--- src/sv/vrt_pkg.sv ---
`default_nettype none
package vrt_pkg;

    localparam int GRID_AXIS_BITS_DEF = 5;
    localparam int FRACTION_BITS_DEF  = 16;

    localparam int ORIGIN_W   = 24;
    localparam int DIR_W      = 16;
    localparam int DIST_W     = 24;
    localparam int VOXEL_W    = 5;
    localparam int CELL_OUT_W = 9;
    localparam int FACE_W     = 3;
    localparam int AXES       = 3;
    localparam int QUEUE_DEPTH = 2;

    localparam logic [63:0] SKIP_Q32 = 64'd4294967;
    localparam logic [63:0] INF_Q32  = 64'hFFFF_FFFF_FFFF_FFFF;

    localparam logic CMD_WRITE = 1'b0;
    localparam logic CMD_CAST  = 1'b1;

    typedef enum logic [1:0] {
        KIND_WRITE,
        KIND_CAST,
        KIND_MISS
    } kind_t;

    typedef enum logic [3:0] {
        ST_CLEAR,
        ST_IDLE,
        ST_LEN,
        ST_SQRT,
        ST_DIV,
        ST_READ,
        ST_EVAL,
        ST_MUL,
        ST_ADD,
        ST_DONE
    } state_t;

    typedef struct packed {
        kind_t                          kind;
        logic [VOXEL_W-1:0]             voxel_x;
        logic [VOXEL_W-1:0]             voxel_y;
        logic [VOXEL_W-1:0]             voxel_z;
        logic                           voxel_solid;
        logic [AXES-1:0][ORIGIN_W-1:0]  origin;
        logic [AXES-1:0][DIR_W-1:0]     dir;
        logic [DIST_W-1:0]              max_distance;
    } item_t;

    typedef struct packed {
        logic        start;
        logic [63:0] num;
        logic [31:0] den;
    } div_req_t;

    typedef struct packed {
        logic        done;
        logic [63:0] quotient;
    } div_rsp_t;

endpackage
`default_nettype wire

--- src/sv/vrt_front.sv ---
`default_nettype none
module vrt_front (
    input  wire logic                           in_valid,
    output logic                                in_stall,
    input  wire logic                           command,
    input  wire logic [vrt_pkg::VOXEL_W-1:0]    voxel_x,
    input  wire logic [vrt_pkg::VOXEL_W-1:0]    voxel_y,
    input  wire logic [vrt_pkg::VOXEL_W-1:0]    voxel_z,
    input  wire logic                           voxel_solid,
    input  wire logic [vrt_pkg::ORIGIN_W-1:0]   origin_x,
    input  wire logic [vrt_pkg::ORIGIN_W-1:0]   origin_y,
    input  wire logic [vrt_pkg::ORIGIN_W-1:0]   origin_z,
    input  wire logic [vrt_pkg::DIR_W-1:0]      dir_x,
    input  wire logic [vrt_pkg::DIR_W-1:0]      dir_y,
    input  wire logic [vrt_pkg::DIR_W-1:0]      dir_z,
    input  wire logic [vrt_pkg::DIST_W-1:0]     max_distance,
    input  wire logic                           clearing,
    input  wire logic                           q_full,
    output logic                                push,
    output vrt_pkg::item_t                      item
);
    import vrt_pkg::*;

    logic nz_x, nz_y, nz_z;
    logic unit_x, unit_y, unit_z;
    logic short_dir;

    assign nz_x   = dir_x != '0;
    assign nz_y   = dir_y != '0;
    assign nz_z   = dir_z != '0;
    assign unit_x = (dir_x == DIR_W'(1)) || (dir_x == '1);
    assign unit_y = (dir_y == DIR_W'(1)) || (dir_y == '1);
    assign unit_z = (dir_z == DIR_W'(1)) || (dir_z == '1);

    // squared length below three: at most two unit components
    assign short_dir = (!nz_x || unit_x) && (!nz_y || unit_y) && (!nz_z || unit_z)
                       && !(nz_x && nz_y && nz_z);

    assign in_stall = q_full || clearing;
    assign push     = in_valid && !in_stall;

    always_comb
    begin
        item.voxel_x      = voxel_x;
        item.voxel_y      = voxel_y;
        item.voxel_z      = voxel_z;
        item.voxel_solid  = voxel_solid;
        item.origin       = {origin_z, origin_y, origin_x};
        item.dir          = {dir_z, dir_y, dir_x};
        item.max_distance = max_distance;
        priority if (command == CMD_WRITE)
        begin
            item.kind = KIND_WRITE;
        end
        else if (short_dir)
        begin
            item.kind = KIND_MISS;
        end
        else
        begin
            item.kind = KIND_CAST;
        end
    end

endmodule
`default_nettype wire

--- config.mk ---
export PLATFORM = sky130hd
export DESIGN_NAME = vrt_front
export DESIGN_NICKNAME = d
export VERILOG_FILES = /design/src/sv/vrt_pkg.sv /design/src/sv/vrt_front.sv
export SDC_FILE = /design/constraint.sdc
export NUM_CORES = 1
export LEC_CHECK = 0
export ABC_AREA = 1
export BUFFER_PORTS_ARGS = -buffer_cell sky130_fd_sc_hd__clkbuf_2
export CORE_AREA = 2 2 127 129
export DETAILED_ROUTE_END_ITERATION = 16
export DIE_AREA = 0 0 129 131
export GPL_ROUTABILITY_DRIVEN = 0
export SLEW_MARGIN = 20
export SYNTH_ARGS = -nofsm -noshare
export SYNTH_HDL_FRONTEND = slang
export SYNTH_SLANG_ARGS = --single-unit
--- constraint.sdc ---
create_clock -name vclk -period 2.6
set_input_delay 0.52 -clock vclk [all_inputs]
set_output_delay 0.52 -clock vclk [all_outputs]
set_load 0.02 [all_outputs]
==> impl_table.tex <==
\begin{tabular}{lr}
\hline
Metric & Value \\
\hline
\multicolumn{2}{l}{\textbf{Logic synthesis}} \\
Compound-gate portion of the synthesized area & 0.293\% \\
Portion of the post-synthesis area used by sequential elements & 0\% \\
Area share of the leading cell type in the synthesized netlist & 70.3\% \\
Fraction of synthesized cell area in xor and xnor cells & 0\% \\
Cell accounting for the most synthesized area & buf\_4 \\
Number of distinct standard cells referenced by the synthesized netlist & 10 \\
Total of warnings raised by yosys & 0 \\
Post-Synthesis Mean Instance Area & 5.97 µm² \\
Number of standard cells after synthesis & 286 \\
Post-Synthesis Cell Area & 1710 µm² \\
Synth top area cells & buf\_4 70\%, nand2\_1 12\%, nor2\_1 8.1\%, inv\_1 4.6\%, nor2\_2 1.8\% \\
Dominant combinational cell family by area after synthesis & buffers and inverters \\
Post-synthesis mux area share & 0\% \\
Post-synthesis net count & 450 \\
Synth Area in Adders & 0\% \\
Simple-gate share of the synthesized area & 24.5\% \\
\multicolumn{2}{l}{\textbf{Detailed routing}} \\
Via total after detailed routing & 1246 \\
Number of remaining DRC errors & 0 \\
DRT Wirelength & 5760 µm \\
Vias per Instance & 2.79 \\
Routed Antenna Nets & 0 \\
DRC marker count from the first detailed-route iteration & 14 \\
Detail-routed net length per standard cell & 12.9 µm \\
Count of TritonRoute iterations in the first routing pass & 2 \\
\multicolumn{2}{l}{\textbf{Final layout}} \\
FF+latch count & 0 \\
Filler cell count & about 1900 \\
Final-layout clock buffer total & 0 \\
Final layout net count & 396 \\
Area overhead of the layout relative to synthesis & -24.0\% \\
Share of post-route cells with drive strength above 1 & 49.6\% \\
Filler-free cell count of the finished design & 446 \\
Reg area & 0 µm² \\
Ant. Diodes & 0 \\
\multicolumn{2}{l}{\textbf{Global route}} \\
First-pass GRT wire length & 7160 µm \\
Antenna violations before repair & 0 \\
Residual overflow from global routing & 0 \\
Pin count of the biggest net entering global routing & 5 \\
Global-route total usage across every layer & 6.07\% \\
Number of global-route vias before repair & 1088 \\
\multicolumn{2}{l}{\textbf{Timing}} \\
Rel. slew slack & between 80\% and 90\% \\
Upper clock frequency limit & around 480 MHz \\
TNS Setup & 0 ps \\
Final setup violation count & 0 \\
Final Critical Period & about 2100 ps \\
RSZ-0062 raised after global routing & no \\
Final cycle utilization of the critical path & about four fifths \\
Pins over their slew limit & 0 \\
Pin slew with the least headroom to its limit & 209 ps \\
Final hold vios & 0 \\
\multicolumn{2}{l}{\textbf{Flow run}} \\
\# Max-Cap Violations & 0 \\
\multicolumn{2}{l}{\textbf{Die}} \\
Number of top-level pins & 328 \\
Starting density of the core & 10.9\% \\
Site Rows & 46 \\
Overall die area & roughly 17000 µm² \\
Core Footprint & 15600 µm² \\
Die X-Extent & between 100 and 150 µm \\
Height of the die & 131 µm \\
\multicolumn{2}{l}{\textbf{Run status}} \\
Result of the run & completed \\
\multicolumn{2}{l}{\textbf{Power and ir drop}} \\
Static Leak & 0.753 nW \\
Power Density & between 100 and 150 nW/µm² \\
Maximum ir drop on the vdd rail & 0.0324 mV \\
\multicolumn{2}{l}{\textbf{Worst setup path}} \\
Startpoint type of the worst setup path & input pin \\
Kind of end point of the critical path & primary output \\
Worst setup path category & in -> out \\
Crit path DAT & 1570 ps \\
Critical Path Start & dir\_x[2] \\
Required time of the critical path & 2080 ps \\
Crit Path Max Fanout & 3 \\
\multicolumn{2}{l}{\textbf{Min path}} \\
Kind of path behind the tightest hold check & in -> out \\
Hold worst-path end & item[72] \\
Start point of the worst hold path & origin\_x[0] \\
Min-Delay Path Depth & 0 \\
\multicolumn{2}{l}{\textbf{Place}} \\
Placed Cells incl. Taps & 446 \\
Port Buffer Count & approximately 100 \\
Detailed placement HPWL & 5450 µm \\
\multicolumn{2}{l}{\textbf{Clocking}} \\
Hold bufs inserted after CTS & 0 \\
Post-CTS setup-driven buffer insertion count & 0 \\
Post\_cts resized & 0 \\
\hline
\end{tabular}
report_power, final:
| part | internal, mW | switching [mW] |
|---|---|---|
| registers | 0 | 0 |
| clock network | 0 | 0 |
| logic | 0.0676 | 0.119 |
cells in the final DEF (no fill, tap or decap):
cell type and instances:
a21oi_1 1, clkbuf_2 104, inv_1 21, inv_2 1, nand2_1 53, nand2_2 3
nand4_1 4, nor2_1 37, nor2_2 5, or2_2 1
critical path, stage by stage:
cell and delay, ps:
clkbuf_2 90, nor2_1 190, nand2_1 70, nor2_1 80, nand2_1 90, nand2_1 100, nand2_1 70, nand2_2 70
nand2_2 50, nor2_2 70, clkbuf_2 170
Yosys cell counts (all sizes together):
cell and number:
nand4 4, buf 160, a21oi 1, nand2 56, or2 1, nor2 42
inv 22
through the flow:
step	utilization, %	power, mW	hold slack [ps]	setup WS, ps	cell area (µm²)
global placement	8.32	0.190	1040	423	1300
detailed placement	8.32	0.191	1040	412	1300
finish	8.32	0.187	1040	509	1300
global route	8.32	0.207	1040	254	1300
floorplan	-	0.391	1150	845	1710
CTS	8.32	0.191	1040	414	1300
how the worst max path moves through the flow:
stage | endpoint | depth (start not counted)
detailed placement | item[161] | 11
global placement | item[161] | 11
global route | item[161] | 11
finish | item[161] | 11
floorplan | item[160] | 9
CTS | item[161] | 11
final cells by class:
type | instances | area (µm²) | area share [%]
timing repair buffer | 104 | 520 | 40.1
tap | 216 | 270 | 20.8
multi-input combinational | 104 | 424 | 32.7
inverter | 22 | 82.6 | 6.36
layer usage:
metal | routed length (µm) | vias to the layer above | track usage [%]
li1 | - | 580 | -
met1 | 1410 | 457 | 4.15
met2 | 2640 | 167 | 10.5
met3 | 1340 | 42 | 6.07
met4 | 363 | 0 | 3.32
met5 | 0 | - | 0
cell families after synthesis:
group	count (synthesis)
buffers and inverters	182
AOI/OAI and AO/OA	1
and+or+nand+nor	103
Note: power is estimated with default switching activity, not from simulation.
