===== src/sv/vrt_pkg.sv =====
`default_nettype none
package vrt_pkg;

    localparam int GRID_AXIS_BITS_DEF = 5;
    localparam int FRACTION_BITS_DEF  = 16;

    localparam int ORIGIN_W   = 24;
    localparam int DIR_W      = 16;
    localparam int DIST_W     = 24;
    localparam int VOXEL_W    = 5;
    localparam int CELL_OUT_W = 9;
    localparam int FACE_W     = 3;
    localparam int AXES       = 3;
    localparam int QUEUE_DEPTH = 2;

    localparam logic [63:0] SKIP_Q32 = 64'd4294967;
    localparam logic [63:0] INF_Q32  = 64'hFFFF_FFFF_FFFF_FFFF;

    localparam logic CMD_WRITE = 1'b0;
    localparam logic CMD_CAST  = 1'b1;

    typedef enum logic [1:0] {
        KIND_WRITE,
        KIND_CAST,
        KIND_MISS
    } kind_t;

    typedef enum logic [3:0] {
        ST_CLEAR,
        ST_IDLE,
        ST_LEN,
        ST_SQRT,
        ST_DIV,
        ST_READ,
        ST_EVAL,
        ST_MUL,
        ST_ADD,
        ST_DONE
    } state_t;

    typedef struct packed {
        kind_t                          kind;
        logic [VOXEL_W-1:0]             voxel_x;
        logic [VOXEL_W-1:0]             voxel_y;
        logic [VOXEL_W-1:0]             voxel_z;
        logic                           voxel_solid;
        logic [AXES-1:0][ORIGIN_W-1:0]  origin;
        logic [AXES-1:0][DIR_W-1:0]     dir;
        logic [DIST_W-1:0]              max_distance;
    } item_t;

    typedef struct packed {
        logic        start;
        logic [63:0] num;
        logic [31:0] den;
    } div_req_t;

    typedef struct packed {
        logic        done;
        logic [63:0] quotient;
    } div_rsp_t;

endpackage
`default_nettype wire


===== src/sv/vrt_divider.sv =====
`default_nettype none
module vrt_divider (
    input  wire logic           clk,
    input  wire logic           rst_n,
    input  vrt_pkg::div_req_t   req,
    output vrt_pkg::div_rsp_t   rsp
);
    import vrt_pkg::*;

    localparam int NUM_W  = 64;
    localparam int DEN_W  = 32;
    localparam int CNT_W  = $clog2(NUM_W + 1);

    logic [CNT_W-1:0]   count_reg, count_next;
    logic               done_reg, done_next;
    logic [DEN_W-1:0]   rem_reg, rem_next;
    logic [NUM_W-1:0]   quo_reg, quo_next;
    logic [DEN_W-1:0]   den_reg, den_next;
    logic [DEN_W:0]     shifted;
    logic               fits;

    assign shifted = {rem_reg, quo_reg[NUM_W-1]};
    assign fits    = shifted >= {1'b0, den_reg};

    assign rsp.done     = done_reg;
    assign rsp.quotient = quo_reg;

    always_comb
    begin
        count_next = count_reg;
        done_next  = 1'b0;
        rem_next   = rem_reg;
        quo_next   = quo_reg;
        den_next   = den_reg;
        if (req.start)
        begin
            count_next = CNT_W'(NUM_W);
            rem_next   = '0;
            quo_next   = req.num;
            den_next   = req.den;
        end
        else if (count_reg != '0)
        begin
            count_next = count_reg - 1'b1;
            done_next  = count_reg == CNT_W'(1);
            rem_next   = fits ? DEN_W'(shifted - {1'b0, den_reg}) : DEN_W'(shifted);
            quo_next   = {quo_reg[NUM_W-2:0], fits};
        end
    end

    always_ff @(posedge clk or negedge rst_n)
    begin
        if (!rst_n)
        begin
            count_reg <= '0;
            done_reg  <= 1'b0;
        end
        else
        begin
            count_reg <= count_next;
            done_reg  <= done_next;
        end
    end

    always_ff @(posedge clk)
    begin
        rem_reg <= rem_next;
        quo_reg <= quo_next;
        den_reg <= den_next;
    end

endmodule
`default_nettype wire


===== config.mk =====
export PLATFORM = sky130hd
export DESIGN_NAME = vrt_divider
export DESIGN_NICKNAME = d
export VERILOG_FILES = /design/src/sv/vrt_pkg.sv /design/src/sv/vrt_divider.sv
export SDC_FILE = /design/constraint.sdc
export NUM_CORES = 1
export LEC_CHECK = 0
export ABC_AREA = 1
export BUFFER_PORTS_ARGS = -buffer_cell sky130_fd_sc_hd__buf_2
export CAP_MARGIN = 40
export CORE_ASPECT_RATIO = 0.9
export CORE_MARGIN = 10
export CORE_UTILIZATION = 35
export CTS_CLUSTER_SIZE = 30
export DETAILED_ROUTE_END_ITERATION = 10
export PLACE_DENSITY = 0.55
export SLEW_MARGIN = 20
export SYNTH_ARGS = -nofsm -noshare
export SYNTH_HDL_FRONTEND = slang
export SYNTH_SLANG_ARGS = --single-unit

===== constraint.sdc =====
create_clock -name clk -period 3.05 [get_ports clk]
set_clock_uncertainty 0.1 [all_clocks]
set_input_delay 0.4575 -clock clk [delete_from_list [all_inputs] [get_ports clk]]
set_output_delay 0.4575 -clock clk [all_outputs]
set_load 0.1 [all_outputs]

==> flow_summary.json <==
{
  "hp-start": "req[15]",
  "io_pins": 164,
  "r2r_start": "den_reg[8]$_DFFE_PP_",
  "coreArea_um2": 23300,
  "clkPwrFrac": 0.225,
  "syn_nets": 1265,
  "powerDensity_nw_per_um2": 977,
  "num_vias": 7282,
  "path_buf_inv": 5,
  "path_cells": "inv_1 -> ha_1 -> nand2_1 -> inv_1 -> nand2_1 -> nand2_1 -> inv_1 -> nand3_2 -> nand2_2 -> nand2_1 -> nand2_2 -> buf_4 -> nand3_1 -> nand2_1 -> inv_1 -> nand2_1 -> nand2_1",
  "grt_max_degree": 50,
  "cts_setup_buffers": 0,
  "status": "completed",
  "clkSinkCount": 136,
  "avgViaCountPerCell": 4.52,
  "drt_pass1_iterations": 5,
  "seqPwrFrac": 0.275,
  "cts_resized": 0,
  "fin_setup_tns_ns": 0,
  "slowest_delay_ns": 0.37,
  "reg2reg_to": "rem_reg[28]$_SDFFE_PP0P_",
  "antenna_left": 0,
  "tightest_slew_ns": 0.616,
  "crit_fanout": 23,
  "crit_type": "reg -> reg",
  "synth_ff_type": "edfxtp_1",
  "wl_per_cell_um": 14.8,
  "hold_viol": 0,
  "ys_warn_count": 0,
  "setup_viol": 0,
  "maxSlewViolCount": 0,
  "start_util": 0.354,
  "power.total_mw": 9.78,
  "clkTransAtPathRegs_ns": 0.07,
  "cp.arrival_ns": 2.70,
  "cts_inserted_buffers": 17,
  "ys_top_cells_by_area": "edfxtp_1 (35%), nand2_1 (23%), inv_1 (8.5%)",
  "grt_pass1_wl_um": 38900,
  "power_leakage_nw": 5.43,
  "fmax_ghz": 0.405,
  "end_kind": "flop",
  "required_ns": 3.28,
  "path_depth": 17,
  "switching_share": 0.479,
  "clockBufferDepth": 2,
  "nets": 1428,
  "ys_ff_latch": 136,
  "port_buffers": 163,
  "die_y_um": 166,
  "synth_top_cell_by_area": "edfxtp_1",
  "r2r_cells": 17,
  "largest_reg_flops": 64,
  "grt-ovfl-total": 0,
  "slowest_stage": "edfxtp_1",
  "rows": 53,
  "crit_top_cell": "nand2_1",
  "drive_gt1_frac": 0.174,
  "die_w_um": 182,
  "rsz0062_at_grt": "no",
  "clock_latency_ns": 0.43,
  "hold_buffers": 1,
  "place_ws_ns": 0.602,
  "whs_ns": 0.0987,
  "vdd_drop_max_mv": 0.365,
  "ctsRootBufferMaster": "clkbuf_16",
  "max_slew_margin": 0.589,
  "p_int_mw": 5.10,
  "crit_family": "simple AND/OR/NAND/NOR gates",
  "dieArea_um2": 30100,
  "track_usage": 0.157,
  "combPwrFrac": 0.500,
  "cap_violations": 0,
  "mostFrequentLayoutCell": "nand2_1",
  "htree_levels": 4,
  "postSynthAreaPerCell_um2": 7.29,
  "dpl.hpwl_um": 18100,
  "drtIter0Drc": 447,
  "syn_inst": 1131,
  "critical_path.startpoint_type": "flop",
  "min_period_ns": 2.47,
  "r2r_slack_ns": 0.58,
  "setup_ws_ns": 0.583,
  "syn_to_final_growth_pct": 21.4,
  "ys_seq_area_frac": 0.451,
  "cts_tree": "yes",
  "yosysTopAreaCellShare": 0.350,
  "fin_crit_sh": 0.809,
  "holdPathEnd": "den_reg[15]$_DFFE_PP_",
  "antenna_found_initial": 1,
  "async_reset_ff_frac": 0.0588,
  "yosys.cell_types.count": 36,
  "p_sw_mw": 4.68,
  "grt_pass1_vias": 7401,
  "synth_edf_count": 96,
  "hold-path-cell-count": 1,
  "wirelength_um": 23900,
  "gp_congestion": 0.934,
  "netlist_area_um2": 8250,
  "final_cell_mix": "nand2_1 (509), inv_1 (185), buf_2 (162), edfxtp_1 (96), nand3_1 (74)",
  "drc": 0,
  "hold_class": "in -> reg"
}
-- per-stage QoR --
stage	instances	cell area (um2)	utilization
6_report	1610	10000	0.430
5_1_grt	1610	10000	0.430
4_1_cts	1609	10000	0.430
3_5_place_dp	1576	9370	0.403
3_3_place_gp	1576	9370	0.403
2_1_floorplan	1131	8250	-
-- area by class of cell --
type | instances | area [um2]
fill | 2416 | 13300
sequential | 136 | 3720
multi-input combinational | 775 | 3640
timing repair buffer | 175 | 923
inverter | 189 | 709
clock buffer | 17 | 425
tap | 302 | 378
clock inverter | 15 | 208
antenna | 1 | 2.50
-- power by group through the flow --
stage	logic (mW)	clock network [mW]	registers, mW
floorplan	2.88	0	3.73
global placement	4.88	0	2.71
detailed placement	4.89	0	2.71
CTS	4.92	2.26	2.69
global route	5.48	2.35	2.74
finish	4.89	2.20	2.69
-- cells in the mapped netlist, types with 3 or more instances --
cell,number
o21bai_1,3
xor2_1,3
dfrtp_1,8
xnor2_1,13
dfxtp_1,32
nor2_1,41
ha_1,34
buf_1,3
a21oi_1,24
buf_2,6
edfxtp_1,96
nand2_1,509
inv_2,3
nand2_2,5
inv_1,186
o21ai_0,7
o21ai_1,10
nor3_1,5
clkbuf_1,14
nand4_1,10
nand3b_1,16
nor2_2,6
nand3_1,74
buf_6,5
buf_4,3
-- kinds of logic after synthesis --
kind of cell | after synthesis | share of synthesized area
flops | 136 | 0.451
compound gates | 49 | 0.0319
simple gates | 675 | 0.339
buf+inv | 220 | 0.107
xor+xnor | 16 | 0.0170
fa+ha+maj | 35 | 0.0540
-- how the worst max path moves through the flow --
stage	startpoint	to	slack, ns
global placement	den_reg[8]$_DFFE_PP_	rem_reg[29]$_SDFFE_PP0P_	0.64
CTS	den_reg[8]$_DFFE_PP_	rem_reg[29]$_SDFFE_PP0P_	0.58
detailed placement	den_reg[8]$_DFFE_PP_	rem_reg[28]$_SDFFE_PP0P_	0.60
global route	den_reg[7]$_DFFE_PP_	rem_reg[29]$_SDFFE_PP0P_	0.37
floorplan	quo_reg[63]$_DFFE_PP_	rem_reg[28]$_SDFFE_PP0P_	0.29
finish	den_reg[8]$_DFFE_PP_	rem_reg[28]$_SDFFE_PP0P_	0.58
-- worst register-to-register path, delay by kind of cell, from the launching register on --
kind / cells / cell delay, ns
adders and majority gates: 1 / 0.28
buffers and inverters: 5 / 0.54
DFF: 1 / 0.37
and+or+nand+nor: 11 / 1.09
-- layer usage --
layer | global-route usage | wire (um) | up-vias
li1 | - | - | 3838
met1 | 0.203 | 11400 | 3290
met2 | 0.254 | 11000 | 143
met3 | 0.0462 | 1310 | 11
met4 | 0.0346 | 194 | 0
met5 | 0 | 0 | -
(Power assumes the default switching activity.)
