--- config.mk ---
export PLATFORM = sky130hd
export DESIGN_NAME = vrt_queue
export DESIGN_NICKNAME = d
export VERILOG_FILES = /design/src/sv/vrt_pkg.sv /design/src/sv/vrt_queue.sv
export SDC_FILE = /design/constraint.sdc
export NUM_CORES = 1
export LEC_CHECK = 0
export CAP_MARGIN = 10
export CORE_MARGIN = 2
export CORE_UTILIZATION = 40
export DETAILED_ROUTE_END_ITERATION = 7
export DONT_BUFFER_PORTS = 1
export HOLD_SLACK_MARGIN = 0.1
export PLACE_DENSITY_LB_ADDON = 0.3
export SETUP_SLACK_MARGIN = 0.15
export SYNTH_ARGS = -nofsm -noshare
export SYNTH_HDL_FRONTEND = slang
export SYNTH_SLANG_ARGS = --single-unit
--- constraint.sdc ---
create_clock -name clk -period 10 [get_ports clk]
set_input_delay 1 -clock clk [delete_from_list [all_inputs] [get_ports clk]]
set_output_delay 1 -clock clk [all_outputs]
set_load 0.005 [all_outputs]
--- src/sv/vrt_pkg.sv ---
`default_nettype none
package vrt_pkg;

    localparam int GRID_AXIS_BITS_DEF = 5;
    localparam int FRACTION_BITS_DEF  = 16;

    localparam int ORIGIN_W   = 24;
    localparam int DIR_W      = 16;
    localparam int DIST_W     = 24;
    localparam int VOXEL_W    = 5;
    localparam int CELL_OUT_W = 9;
    localparam int FACE_W     = 3;
    localparam int AXES       = 3;
    localparam int QUEUE_DEPTH = 2;

    localparam logic [63:0] SKIP_Q32 = 64'd4294967;
    localparam logic [63:0] INF_Q32  = 64'hFFFF_FFFF_FFFF_FFFF;

    localparam logic CMD_WRITE = 1'b0;
    localparam logic CMD_CAST  = 1'b1;

    typedef enum logic [1:0] {
        KIND_WRITE,
        KIND_CAST,
        KIND_MISS
    } kind_t;

    typedef enum logic [3:0] {
        ST_CLEAR,
        ST_IDLE,
        ST_LEN,
        ST_SQRT,
        ST_DIV,
        ST_READ,
        ST_EVAL,
        ST_MUL,
        ST_ADD,
        ST_DONE
    } state_t;

    typedef struct packed {
        kind_t                          kind;
        logic [VOXEL_W-1:0]             voxel_x;
        logic [VOXEL_W-1:0]             voxel_y;
        logic [VOXEL_W-1:0]             voxel_z;
        logic                           voxel_solid;
        logic [AXES-1:0][ORIGIN_W-1:0]  origin;
        logic [AXES-1:0][DIR_W-1:0]     dir;
        logic [DIST_W-1:0]              max_distance;
    } item_t;

    typedef struct packed {
        logic        start;
        logic [63:0] num;
        logic [31:0] den;
    } div_req_t;

    typedef struct packed {
        logic        done;
        logic [63:0] quotient;
    } div_rsp_t;

endpackage
`default_nettype wire

--- src/sv/vrt_queue.sv ---
`default_nettype none
module vrt_queue (
    input  wire logic           clk,
    input  wire logic           rst_n,
    input  wire logic           push,
    input  vrt_pkg::item_t      item_in,
    output logic                full,
    input  wire logic           pop,
    output logic                empty,
    output vrt_pkg::item_t      item_out
);
    import vrt_pkg::*;

    localparam int PTR_W = $clog2(QUEUE_DEPTH);

    item_t                  entry_reg [QUEUE_DEPTH];
    logic [PTR_W-1:0]       wr_ptr_reg, wr_ptr_next;
    logic [PTR_W-1:0]       rd_ptr_reg, rd_ptr_next;
    logic [PTR_W:0]         count_reg, count_next;

    assign full     = count_reg == (PTR_W+1)'(QUEUE_DEPTH);
    assign empty    = count_reg == '0;
    assign item_out = entry_reg[rd_ptr_reg];

    always_comb
    begin
        wr_ptr_next = wr_ptr_reg;
        rd_ptr_next = rd_ptr_reg;
        count_next  = count_reg;
        if (push)
        begin
            wr_ptr_next = (wr_ptr_reg == PTR_W'(QUEUE_DEPTH - 1)) ? '0 : wr_ptr_reg + 1'b1;
        end
        if (pop)
        begin
            rd_ptr_next = (rd_ptr_reg == PTR_W'(QUEUE_DEPTH - 1)) ? '0 : rd_ptr_reg + 1'b1;
        end
        unique case ({push, pop})
            2'b10:   count_next = count_reg + 1'b1;
            2'b01:   count_next = count_reg - 1'b1;
            default: count_next = count_reg;
        endcase
    end

    always_ff @(posedge clk or negedge rst_n)
    begin
        if (!rst_n)
        begin
            wr_ptr_reg <= '0;
            rd_ptr_reg <= '0;
            count_reg  <= '0;
        end
        else
        begin
            wr_ptr_reg <= wr_ptr_next;
            rd_ptr_reg <= rd_ptr_next;
            count_reg  <= count_next;
        end
    end

    always_ff @(posedge clk)
    begin
        if (push)
        begin
            entry_reg[wr_ptr_reg] <= item_in;
        end
    end

endmodule
`default_nettype wire

==> results of run 1 <==
[cells by family after synthesis]
family                   share of synthesized area, %
buffers and inverters                            1.24
AND/OR/NAND/NOR                                 0.196
XOR/XNOR                                        0.361
adder cells (fa/ha/maj)                         0.103
multiplexers                                     17.2
flip-flops                                       80.9
[synth_stat cells]
| cell | count |
|---|---|
| edfxtp_1 | 324 |
| mux2_2 | 92 |
| mux2_4 | 70 |
| buf_2 | 9 |
| buf_6 | 9 |
| dfrtp_1 | 4 |
| nor2_1 | 3 |
| xor2_1 | 3 |
| xnor2_1 | 2 |
| and2_1 | 1 |
| ha_1 | 1 |
| inv_1 | 1 |
| nor2b_1 | 1 |
[metal layers]
layer  track usage, %  share of wire (%)
met4             5.83                3.4
met5                0                  0
met3             8.10                 16
met2             22.3                 50
met1             12.7                 31
[metrics by stage]
stage / hold WS [ps] / instances / utilization, % / area (um^2) / power, uW
6_report: 193 / 955 / 45.5 / 13500 / 3900
3_3_place_gp: 476 / 898 / 42.1 / 12500 / 2800
4_1_cts: 158 / 955 / 45.5 / 13500 / 3980
3_5_place_dp: 477 / 898 / 42.1 / 12500 / 2830
5_1_grt: 157 / 955 / 45.5 / 13500 / 4080
2_1_floorplan: 456 / 520 / - / 12100 / 2710
[critical path: stages (launching register included)]
cell	delay (ps)
dfrtp_4	970
buf_4	840
mux2_2	440
[worst max path at each step]
stage,slack (ps),cells past startpoint,startpoint,end
floorplan,1470,2,push,entry_reg[0][0]
global placement,6710,2,rd_ptr_reg,item_out[58]
detailed placement,6600,2,rd_ptr_reg,item_out[59]
CTS,6040,2,rd_ptr_reg,item_out[59]
global route,5950,2,rd_ptr_reg,item_out[59]
finish,6140,2,rd_ptr_reg,item_out[64]
[final cells by class]
type	instances	area, um^2
Fill cell	2460	16200
Clock buffer	40	895
Timing Repair Buffer	6	45.0
Inverter	1	3.75
Multi-Input combinational cell	173	2180
Tap cell	390	488
Sequential cell	328	9830
Clock inverter	17	108
[where the power goes]
part	switching, uW	total [uW]	internal (uW)
clock	467	1130	661
sequential	116	1950	1830
combinational	423	824	401
==> flow_summary.toml, run 1 <==
[outcome]
status = "complete, no violations"

[cts]
cts_root_buf = "clkbuf_16"
cts_resized = 0
cts_htree_levels = 2
cts_hold_buffers = 0
cts.sinks = 328
clk_latency_ps = 500
numCtsBuffers = 34
ctsLongestPathBuffers = 3
cts_tree = "done"
post_cts_buffers = 0
clk_pin_slew_ps = 60

[critical_path]
worst_ep_arrival_time_ps = 2860
reg2reg_depth = 2
worstSetupEndpointType = "output port"
r2r_setup_slack_ps = 7930
required_ps = 9000
path_max_fanout = 65
worstSetupPathType = "flop to output port"
worstSetupStartpointType = "flop"
reg2reg_to = "entry_reg[0][66]"
r2r-start = "wr_ptr_reg"

[power]
p_leak_uw = 0.00458
ir_drop_mv = 0.234
power_density_mw_per_mm2 = 288

[synthesis]
ys_seq_area_share_pct = 80.9
synth_area_leaders = "edfxtp_1, mux2_4, mux2_2"
syn_area_mm2 = 0.0121
synth-seq-cells = 328
netlist_instances = 520
ys_types = 13
synth_top_area_cell = "edfxtp_1"
syn-num-nets = 687
syn_avg_cell_area_um2 = 23.4
yosysWarnings = 0
netlist.area_leader.share_pct = 80.1

[die]
dieArea_mm2 = 0.0318
io_pins = 330
die_h_um = 178
rows = 63
coreArea_mm2 = 0.0298
die_w_um = 178
start_util_pct = 40.8

[drt]
wl_per_cell_um = 23.0
wirelength_mm = 22.0
via_count = 4788
dr.pass1.iters = 4
route.detailed.drc = 0
drt-initial-drc-count = 254
antenna_left = 0
vias_per_cell = 5.01

[timing]
worst_pin_slew_ps = 1080
clock_skew_ps = 10.8
drv_slew = 0
hold_viol_final = 0
fmax_mhz = 259
maxSlewHeadroom_pct = 28.0
worst_slack_ps = 6140
period_needed_ps = 3860
rsz0062_at_grt = "no"
setup_violations = 0
setup-tns-final_ps = 0
timing.final.crit_share_pct = 38.6

[grt]
grt_antenna_before_repair = 0
overflow = 0
grt_pass1_vias = 5140
grt_usage_pct = 13.2
grt_pass1_wl_mm = 30.8
grt_start_max_net_pins = 80

[layout]
area_growth_pct = 11.5
nNetsFinal = 711
largest_reg_flops = 324
drive_above_1_share_pct = 37.7
antenna_cells = 0
mostFrequentLayoutCells = "edfxtp_1, mux2_2, mux2_4, clkbuf_16, clkinv_1"
layout_commonest_cell = "edfxtp_1"

[placed_design]
dp_hpwl_mm = 14.9
place_ws_ps = 6600
place.gp.congestion = 0.798
io_buffers = 0

[hold_path]
hp-class = "input pin to asynchronous set/reset pin"

[job]
drv_cap = 0
(Power assumes the default switching activity.)
==> run 2: changes to the inputs <==
clock period = 4 ns   (was 10 ns; I/O delays follow)
==> run 2 against run 1 <==
Against the previous run:
- wire length grew 6.6%
- non-clock buffer count rose by 167
- power rose to 2.7 times the previous value
- count of clock-buffer cells in the layout increased by 2
- first-iteration DRC count grew 3.5%
- register-to-register slack lost 6000 ps
- via count rose by 14%
- clock skew is 3.5 ps higher
- sequential power up 150%
- die area did not move
- core utilization rose by 6.3 points
- sequential share of layout area shrank 8.9 points
- critical path type unchanged
- critical endpoint is now item_out[51]
- highest routed layer is now met5
==> flow_summary.toml, run 2 (synthesis results as in run 1) <==
[critical_path]
reg2reg_to = "entry_reg[0][73]"
worstSetupPathType = "flop to output port"
worstSetupEndpointType = "output port"
worst_ep_arrival_time_ps = 2280
required_ps = 3600
crit_chain = "buf_4 > mux2_2"
critPathMaxStageDelay_ps = 840
crit_slowest_cell = "dfrtp_4"
reg2reg_depth = 2
path_max_fanout = 34
worstSetupStartpointType = "flop"
r2r-start = "wr_ptr_reg"
startpoint = "rd_ptr_reg"
r2r_setup_slack_ps = 1910

[power]
switching_power_uw = 2680
swShare_pct = 25.9
power_density_mw_per_mm2 = 671
clkPwrFrac_pct = 30.8
p_leak_uw = 0.00539
ir_drop_mv = 0.394
p_comb_share_pct = 22.7
seqPwrFrac_pct = 46.5
p_int_uw = 7670

[hold_path]
hp-class = "input pin to flop"
hp-start = "pop"
min_to = "count_reg[0]"
whs_path_depth = 2

[layout]
largest_reg_flops = 324
drive_above_1_share_pct = 30.7
nNetsFinal = 879
layout_commonest_cell = "edfxtp_1"
mostFrequentLayoutCells = "edfxtp_1, dlygate4sd3_1, mux2_2, mux2_4, clkbuf_16"
area_growth_pct = 27.1
fin_cells = 1128

[outcome]
status = "complete, no violations"

[drt]
wl_met1_mm = 8.39
wl_per_cell_um = 20.8
route.detailed.drc = 0
via_count = 5463
antenna_left = 0
wirelength_mm = 23.4
route.met3.wl_mm = 2.60
highest_layer = "met5"
met2WireLength_mm = 11.9
vias_per_cell = 4.84
drt-initial-drc-count = 263
dr.pass1.iters = 4

[cts]
cts_root_buf = "clkbuf_16"
numCtsBuffers = 35
cts_tree = "done"
cts_htree_levels = 2
clk_latency_ps = 500
clk_pin_slew_ps = 50
ctsLongestPathBuffers = 3
cts.sinks = 328
post_cts_buffers = 0

[grt]
overflow = 0
grt_pass1_wl_mm = 34.0
grt_usage_pct = 14.2
grt_antenna_before_repair = 2
grt_start_max_net_pins = 108
grt_pass1_vias = 6081

[die]
coreArea_mm2 = 0.0298
die_h_um = 178
die_w_um = 178
io_pins = 330
dieArea_mm2 = 0.0318
rows = 63
start_util_pct = 40.8

[timing]
clock_skew_ps = 14.3
setup-tns-final_ps = 0
period_needed_ps = 2680
fmax_mhz = 374
hold_viol_final = 0
rsz0062_at_grt = "no"
setup_violations = 0
timing.final.crit_share_pct = 66.9
drv_slew = 0
worst_pin_slew_ps = 937
maxSlewHeadroom_pct = 37.4

[placed_design]
io_buffers = 0
dp.cells = 900
dp_hpwl_mm = 14.9
place.gp.congestion = 0.737

[job]
drv_cap = 0
## run 2: changes by cell type in the layout (fill, tap and decap cells not counted), sizes merged
cell	before	now
clkbuf	40	42
buf	6	8
dlygate4sd3	0	165
bufinv	1	4
clkinv	14	11
diode	0	1
inv	2	5
## run 2: worst max path at each step
stage	cells after the start	end	slack, ps
6_report	2	item_out[51]	1320
5_1_grt	2	item_out[51]	1220
4_1_cts	2	item_out[51]	1280
3_5_place_dp	2	item_out[51]	1820
3_3_place_gp	2	item_out[48]	1840
2_1_floorplan	2	entry_reg[0][0]	740
## run 2: area by class of cell
cell class | count | area [um^2]
clock buffer | 42 | 945
fill | 2318 | 14400
tap | 390 | 488
sequential | 328 | 9830
clock inverter | 20 | 213
inverter | 1 | 3.75
multi-input combinational | 173 | 2180
timing repair buffer | 173 | 1770
antenna | 1 | 2.50
## run 2: power by group through the flow
stage | clock, uW | combinational (uW) | sequential, uW
after floorplan | 0 | 1880 | 4780
after global placement | 0 | 2220 | 4850
after detailed placement | 0 | 2250 | 4890
after CTS | 3280 | 2420 | 4820
after global routing | 3420 | 2540 | 4880
final | 3190 | 2350 | 4810
## run 2: timing repair
item | in CTS | in global routing
hold buffers | 165 | 0
endpoints found under the setup margin | 0 | 0
endpoints found under the hold margin | 330 | 0
resized for setup | 0 | 0
## run 2: metal layers
metal  vias up  track usage, %
met1      2703            14.9
met5         -               0
met2       257            25.5
li1       2463               -
met3        38            5.86
met4         2            4.74
## run 2: stage by stage
| step | cell area [um^2] | utilization, % | power [uW] | setup WS (ps) | hold WS, ps |
|---|---|---|---|---|---|
| 6_report | 15400 | 51.8 | 10400 | 1320 | 173 |
| 5_1_grt | 15400 | 51.8 | 10800 | 1220 | 177 |
| 4_1_cts | 15400 | 51.8 | 10500 | 1280 | 143 |
| 3_5_place_dp | 12600 | 42.4 | 7130 | 1820 | 105 |
| 3_3_place_gp | 12600 | 42.4 | 7060 | 1840 | 105 |
| 2_1_floorplan | 12200 | - | 6660 | 740 | 104 |
## run 2: critical path: cells and delay by family, from the launching register on
kind                   cells  cell delay (ps)
muxes                      1              410
buffers and inverters      1              500
DFF                        1              840
==> run 3: changes to the inputs <==
clock period = 2.27 ns   (was 4 ns; I/O delays follow)
==> run 3 against run 2 <==
Against the previous run:
- power up 72%
- clock power up 57%
- global-route usage about the same
- wire length up 3.2%
- design area about the same
==> flow_summary.toml, run 3 (synthesis results as in run 1) <==
[drt]
route.detailed.drc = 0
wirelength_mm = 24.2
via_count = 5529
vias_per_cell = 4.88
drt-initial-drc-count = 299
wl_per_cell_um = 21.3
antenna_left = 0
dr.pass1.iters = 4

[timing]
timing.final.crit_share_pct = 88.5
setup-tns-final_ps = 0
period_needed_ps = 2010
rsz0062_at_grt = "no"
hold_viol_final = 0
setup_violations = 0
worst_pin_slew_ps = 448
drv_slew = 0
maxSlewHeadroom_pct = 70.1
fmax_mhz = 498
clock_skew_ps = 10.4
worst_slack_ps = 262

[critical_path]
reg2reg_depth = 2
crit_chain = "buf_12 > mux2_2"
worstSetupPathType = "flop to output port"
critPathMaxStageDelay_ps = 560
r2r-start = "wr_ptr_reg"
startpoint = "rd_ptr_reg"
r2r_setup_slack_ps = 670
required_ps = 2040
crit_end = "item_out[45]"
reg2reg_to = "entry_reg[1][63]"
worst_ep_arrival_time_ps = 1780
worstSetupEndpointType = "output port"
crit_slowest_cell = "dfrtp_4"
worstSetupStartpointType = "flop"
path_max_fanout = 33

[cts]
clk_latency_ps = 490
cts_htree_levels = 2
ctsLongestPathBuffers = 3
post_cts_buffers = 0
numCtsBuffers = 34
cts_root_buf = "clkbuf_16"
cts_tree = "done"
clk_pin_slew_ps = 60
cts.sinks = 328

[die]
io_pins = 330
coreArea_mm2 = 0.0298
die_h_um = 178
dieArea_mm2 = 0.0318
die_w_um = 178
start_util_pct = 40.8
rows = 63

[hold_path]
whs_path_depth = 3
hp-class = "input pin to flop"

[placed_design]
place_ws_ps = 670
dp_hpwl_mm = 15.6
io_buffers = 0
placed_cell_area_mm2 = 0.0127
place.gp.congestion = 0.732
dp.cells = 908

[layout]
drive_above_1_share_pct = 30.1
layout_commonest_cell = "edfxtp_1"
fin_cells = 1134
mostFrequentLayoutCells = "edfxtp_1, dlygate4sd3_1, mux2_2, mux2_4, clkbuf_16"
nNetsFinal = 888
area_growth_pct = 27.0
largest_reg_flops = 324
final_area_mm2 = 0.0154

[power]
ir_drop_mv = 0.715
power_density_mw_per_mm2 = 1160
p_leak_uw = 0.00538
power_uw = 17800

[grt]
grt_usage_pct = 14.2
grt_pass1_wl_mm = 33.6
overflow = 0
grt_pass1_vias = 5861
grt_antenna_before_repair = 2
grt_start_max_net_pins = 71

[job]
drv_cap = 0

[outcome]
status = "complete, no violations"
-- run 3: power by group --
group / leakage, uW / switching, uW / internal, uW
Sequential: 0.00309 / 346 / 8030
Combinational: 0.00180 / 2260 / 2190
Clock: 0.000490 / 2090 / 2920
-- run 3: metrics by stage --
step	util [%]	hold WS (ps)
final	51.8	179
after floorplan	-	-68.6
after CTS	51.7	172
after detailed placement	42.7	-68.2
after global routing	51.8	200
after global placement	42.7	-68.2
-- run 3: worst min path at each step --
stage,start,endpoint,slack [ps]
6_report,push,count_reg[0],180
5_1_grt,push,count_reg[0],200
4_1_cts,push,count_reg[0],170
3_5_place_dp,rst_n,count_reg[0],-70
3_3_place_gp,rst_n,count_reg[1],-70
2_1_floorplan,rst_n,count_reg[0],-70
-- run 3: area by class of cell --
class / instances / area, um^2
clock buffers: 40 / 895
multi-input cells: 173 / 2180
flip-flops and latches: 328 / 9830
repair buffers: 183 / 1910
clock inverters: 17 / 108
inverters: 1 / 3.75
fillers: 2327 / 14400
well taps: 390 / 488
diodes: 2 / 5.00
-- run 3: what timing repair did --
item                       4_1_cts  5_1_grt
resized for setup                1        0
pin swaps                        0        0
setup endpoints to repair        6       46
hold endpoints to repair       332        0
cloned                           0        1
hold buffers                   166        0
-- run 3: worst max-delay path: cells and delay by family (launching register included) --
family,cells,cell delay [ps]
buf+inv,1,270
flops,1,560
mux,1,410
-- run 3: layer usage --
layer  global-route usage, %  part of all wire [%]  vias up
li1                        -                     -     2484
met1                    15.5                    37     2746
met2                    26.0                    52      260
met3                    4.69                   9.1       39
met4                    4.40                   2.4        0
met5                       0                     0        -
